`src/hw/rtl/ftsid_pkg.sv`:
```
package ftsid_pkg;

  typedef enum logic [2:0] {
    REQ_SEEK    = 3'd0,
    REQ_READ_ID = 3'd1,
    REQ_READ    = 3'd2,
    REQ_DIAG    = 3'd3,
    REQ_WRITE   = 3'd4,
    REQ_FORMAT  = 3'd5
  } req_type_e;

  localparam logic [7:0] StatA0 = 8'ha0;
  localparam logic [7:0] StatB0 = 8'hb0;
  localparam logic [7:0] StatF0 = 8'hf0;

  typedef struct packed {
    logic [2:0] req_type;
    logic [1:0] drive;
    logic [7:0] track;
    logic [7:0] req_c;
    logic [7:0] req_h;
    logic [7:0] req_r;
    logic [7:0] req_n;
    logic       deleted;
    logic [7:0] sector_status;
    logic       first_entry;
  } req_t;

  typedef struct packed {
    logic [4:0] result_code;
    logic [7:0] ret_c;
    logic [7:0] ret_h;
    logic [7:0] ret_r;
    logic [7:0] ret_n;
    logic [4:0] slot;
  } rsp_t;

  function automatic logic [4:0] flag_code(logic [8:0] f);
    logic [4:0] c;
    c = 5'd1;
    c[1] = f[8];
    c[2] = (f[7:0] == StatA0);
    c[3] = (f[7:0] == StatB0);
    c[4] = (f[7:0] == StatF0);
    return c;
  endfunction

endpackage

```
`src/hw/rtl/ftsid_count_mem.sv`:
```
module ftsid_count_mem import ftsid_pkg::*; #(
  parameter int unsigned Depth = 656,
  parameter int unsigned AddrW = 10,
  parameter int unsigned CntW  = 6
) (
  input  logic             clk_i,
  input  logic             we_i,
  input  logic [AddrW-1:0] waddr_i,
  input  logic [CntW-1:0]  wdata_i,
  input  logic [AddrW-1:0] raddr_i,
  output logic [CntW-1:0]  rdata_o
);

  logic [CntW-1:0] mem_q [Depth];

  always_ff @(posedge clk_i) begin
    if (we_i) begin
      mem_q[waddr_i] <= wdata_i;
    end
    rdata_o <= mem_q[raddr_i];
  end

endmodule

```
`config.mk`:
```
export PLATFORM = sky130hd
export DESIGN_NAME = ftsid_count_mem
export DESIGN_NICKNAME = d
export VERILOG_FILES = /design/src/hw/rtl/ftsid_pkg.sv /design/src/hw/rtl/ftsid_count_mem.sv
export SDC_FILE = /design/constraint.sdc
export NUM_CORES = 2
export LEC_CHECK = 0
export BUFFER_PORTS_ARGS = -buffer_cell sky130_fd_sc_hd__buf_2
export CAP_MARGIN = 20
export CORE_MARGIN = 2
export CORE_UTILIZATION = 40
export CTS_BUF_LIST = sky130_fd_sc_hd__clkbuf_8 sky130_fd_sc_hd__clkbuf_16
export CTS_CLUSTER_SIZE = 8
export DETAILED_ROUTE_END_ITERATION = 12
export HOLD_SLACK_MARGIN = 0.12
export SYNTH_ARGS = -nofsm -noshare
export SYNTH_HDL_FRONTEND = slang
export SYNTH_SLANG_ARGS = --single-unit
```
`constraint.sdc`:
```
create_clock -name clk_i -period 9.2 [get_ports clk_i]
set_clock_uncertainty 0.05 [all_clocks]
set_input_delay 1.84 -clock clk_i [delete_from_list [all_inputs] [get_ports clk_i]]
set_output_delay 1.84 -clock clk_i [all_outputs]
set_load 0.02 [all_outputs]
```
==> results by group <==
CTS
  • H-tree levels: 6
  • Clock latency on the worst-skew pair: 1.03 ns
  • Clock Tree Buf Depth: 4
  • # hold bufs at CTS: 0
  • Root buffer cell: clkbuf_16
  • Clock sink count: 3942
  • # resized after CTS: 0
  • Post CTS Setup Buffer Count: 0
  • TritonCTS buffer count: 564
  • CTS tree: yes
  • Clk pin slew, worst setup/hold paths: 0.05 ns

Power and ir drop
  • Sequential Power Share: 49.6%
  • Internal power: 31380 uW
  • Pwr dens: 228.2 nW/um^2
  • Clk pwr share: 45.7%
  • Sw Share: 21.59%
  • Comb pwr share: 4.7%
  • Switching pwr: 8643 uW
  • P_leak: 0.05411 uW
  • Maximum vdd drop: 0.0001880 V

Worst setup path
  • Crit. End Element: flop
  • CP Buf/Inv Count: 3
  • Worst Path Arrival: 6.17 ns
  • FF-to-FF setup slack: 5.96 ns
  • Startpoint class of the critical path: input pin
  • CP Cell Sequence: buf_8 -> buf_4 -> buf_12 -> mux4_2 -> mux2i_1 -> o21ai_0 -> nor4_1 -> nor4_1 -> a22oi_1 -> nand4_1
  • Largest delay contributor family on the critical path: simple AND/OR/NAND/NOR gates
  • CP peak stage delay: 0.97 ns
  • Reg-to-reg startpoint: mem_q[319][4]$_DFFE_PP_
  • CP required: 10.03 ns
  • Worst flop-to-flop path endpoint: rdata_o[4]$_DFF_P_
  • Kind of critical path: input pin to flop
  • Crit-path max FO: 107
  • R2r worst-path depth: 7
  • Cell mode on critical path: nor4_1
  • Worst path slowest cell: nor4_1

Place
  • Cell total after placement: 12150
  • PortBufs: 33
  • RePlAce Congestion: 0.8478
  • Dpl hpwl: 250.9 mm

Cells and area
  • Area delta synth->final: 13.73%
  • Layout cell share with drive strength beyond 1: 23.88%
  • Finished Layout Cells: 12820
  • Nets: 7685

Route
  • Final WL: 429.8 mm
  • DRT Pass-1 Iters: 8
  • Vias per cell: 6.069
  • Routed wire length per instance: 33.52 um
  • Routed Antenna Nets: 0
  • # DRC: 0
  • 1st-iter DRT viols: 11350
  • Via Count: 77820

Synth
  • Yosys reg bits: 3942
  • Post-synth EDFFs: 3936
  • FFs w/ async S/R, synth: 0%
  • Synth Flop Type: edfxtp_1
  • Syn Nets: 7362
  • Mapped Area: 154200 sq um
  • Post-synthesis sequential area ratio: 76.70%
  • Synth Instances: 7334
  • Post-synthesis cell type count: 69
  • Avg Inst Size Synth: 21.03 sq um
  • YS warnings: 0

Die
  • Starting Density: 40.08%
  • Io pins: 34
  • DIE AREA: 390600 sq um
  • Chip Height: 625.0 um
  • Core area: 384800 sq um
  • # rows: 228
  • Chip width: 625.0 um

Global routing
  • Initial antenna violation count: 44
  • Total grt overflow: 0
  • Gr usage total: 21.69%
  • Vias in the first global route: 78770
  • Largest net degree at the start of global routing: 234
  • First-pass GRT wire length: 603.3 mm

Timing
  • Fin. max-slew vios: 0
  • Final period util: 58.06%
  • Tightest Pin Transition: 1.221 ns
  • Final hold violations: 0
  • Fmax: 187.2 MHz
  • Final setup TNS: 0 ns
  • Relative slew slack: 18.10%
  • Hold slack: 1.177 ns
  • Final setup fails: 0
  • RSZ-0062 raised after global routing: false
  • Fin crit period: 5.342 ns

Hold path
  • Hold path startpoint: mem_q[106][5]$_DFFE_PP_
  • Hold endpoint: rdata_o[5]$_DFF_P_
  • Hold Crit Class: flop to flop
  • Hold path cells: 8

Status
  • Status: finished, final reports clean

Job
  • Max cap viols: 0
## cell type report
cell class / instances / area, sq um
Multi-Input combinational cell: 2918 / 33260
Fill cell: 31470 / 209400
Antenna cell: 26 / 65.06
Clock inverter: 75 / 985.9
Timing Repair Buffer: 224 / 2180
Inverter: 7 / 46.29
Sequential cell: 3942 / 118300
Clock buffer: 569 / 14240
Tap cell: 5060 / 6331
## registers in the layout, summed over array words and instances (netlist names)
| register | count |
|---|---|
| rdata_o | 6 |
| mem_q | 3936 |
## how the worst max path moves through the flow
stage | startpoint | to | slack (ns) | depth (start not counted)
2_1_floorplan | raddr_i[0] | rdata_o[5]$_DFF_P_ | 4.82 | 10
3_3_place_gp | raddr_i[1] | rdata_o[4]$_DFF_P_ | 2.87 | 10
3_5_place_dp | raddr_i[1] | rdata_o[4]$_DFF_P_ | 2.96 | 10
4_1_cts | raddr_i[1] | rdata_o[4]$_DFF_P_ | 4.01 | 10
5_1_grt | raddr_i[1] | rdata_o[4]$_DFF_P_ | 3.84 | 10
6_report | raddr_i[1] | rdata_o[4]$_DFF_P_ | 3.86 | 10
## metal layers
layer,GRT usage (%),wire [um]
met4,6.898,13200
met1,29.62,166500
met2,34.48,205400
met5,0,136
met3,5.177,44530
## cells in the mapped netlist, types with 59 or more instances
library cell / count / area share [%]
buf_6: 77 / 0.56
edfxtp_1: 3936 / 77
buf_2: 84 / 0.27
a21oi_1: 103 / 0.33
nor2_1: 709 / 1.7
clkbuf_1: 190 / 0.46
nand3_1: 71 / 0.23
mux2i_1: 366 / 2.4
o22ai_1: 78 / 0.32
nand2_1: 182 / 0.44
mux4_2: 941 / 14
o221ai_1: 129 / 0.73
buf_1: 59 / 0.14
## tightest hold or removal path, delay by kind of cell (launching register included)
family / cells / cell delay, ns
AO/OA/AOI/OAI: 3 / 0.33
flip-flops: 1 / 0.32
multiplexers: 1 / 0.07
AND/OR/NAND/NOR: 4 / 0.48
## per-stage QoR
step / instance area [sq um] / setup WS [ns] / total power (uW) / utilization, %
5_1_grt: 175400 / 3.845 / 40980 / 45.57
2_1_floorplan: 154200 / 4.825 / 21150 / -
4_1_cts: 175300 / 4.012 / 40230 / 45.55
3_5_place_dp: 160100 / 2.961 / 22050 / 41.60
3_3_place_gp: 160100 / 2.867 / 22020 / 41.59
6_report: 175400 / 3.858 / 40020 / 45.58
## layout by cell type, fill, tap and decap left out, types with 6 or more instances in the layout
cell | synthesis | layout
a2111oi_0 | 16 | 14
a211o_1 | 6 | 6
a211oi_1 | 29 | 29
a21oi_1 | 103 | 103
a221oi_1 | 12 | 12
a22oi_1 | 42 | 42
a31oi_1 | 16 | 16
and2_1 | 10 | 10
and3_1 | 6 | 6
buf_12 | 8 | 36
buf_2 | 84 | 22
buf_4 | 31 | 153
buf_8 | 17 | 10
clkbuf_16 | 0 | 569
clkinv_16 | 0 | 8
clkinv_8 | 0 | 20
dfxtp_1 | 6 | 6
diode_2 | 0 | 26
edfxtp_1 | 3936 | 3936
inv_1 | 3 | 18
inv_16 | 0 | 10
inv_6 | 0 | 16
mux2i_1 | 366 | 366
mux4_2 | 941 | 941
nand2_1 | 182 | 181
nand2b_1 | 8 | 7
nand3_1 | 71 | 39
nand3_2 | 0 | 32
nor2_1 | 709 | 704
nor2b_1 | 16 | 12
nor3_1 | 34 | 33
nor4_1 | 14 | 13
o2111ai_1 | 7 | 7
o211ai_1 | 13 | 13
o21ai_0 | 53 | 53
o221ai_1 | 129 | 129
o22ai_1 | 78 | 78
## power by group through the flow
stage	combinational [uW]	clock [uW]	sequential (uW)
2_1_floorplan	989	0	20200
3_3_place_gp	1850	0	20200
3_5_place_dp	1880	0	20200
4_1_cts	1880	18500	19800
5_1_grt	1950	19200	19800
6_report	1880	18300	19800
## logic make-up (layout without fill, tap and decap cells)
kind of cell | after synthesis | after routing | synth area share [%]
DFF | 3942 | 3942 | 76.70
muxes | 1310 | 1310 | 16.14
and+or+nand+nor | 1072 | 1072 | 2.833
AOI/OAI and AO/OA | 536 | 536 | 2.447
buffers and inverters | 474 | 875 | 1.881
other | 0 | 26 | 0
Note: power is estimated with default switching activity, not from simulation.
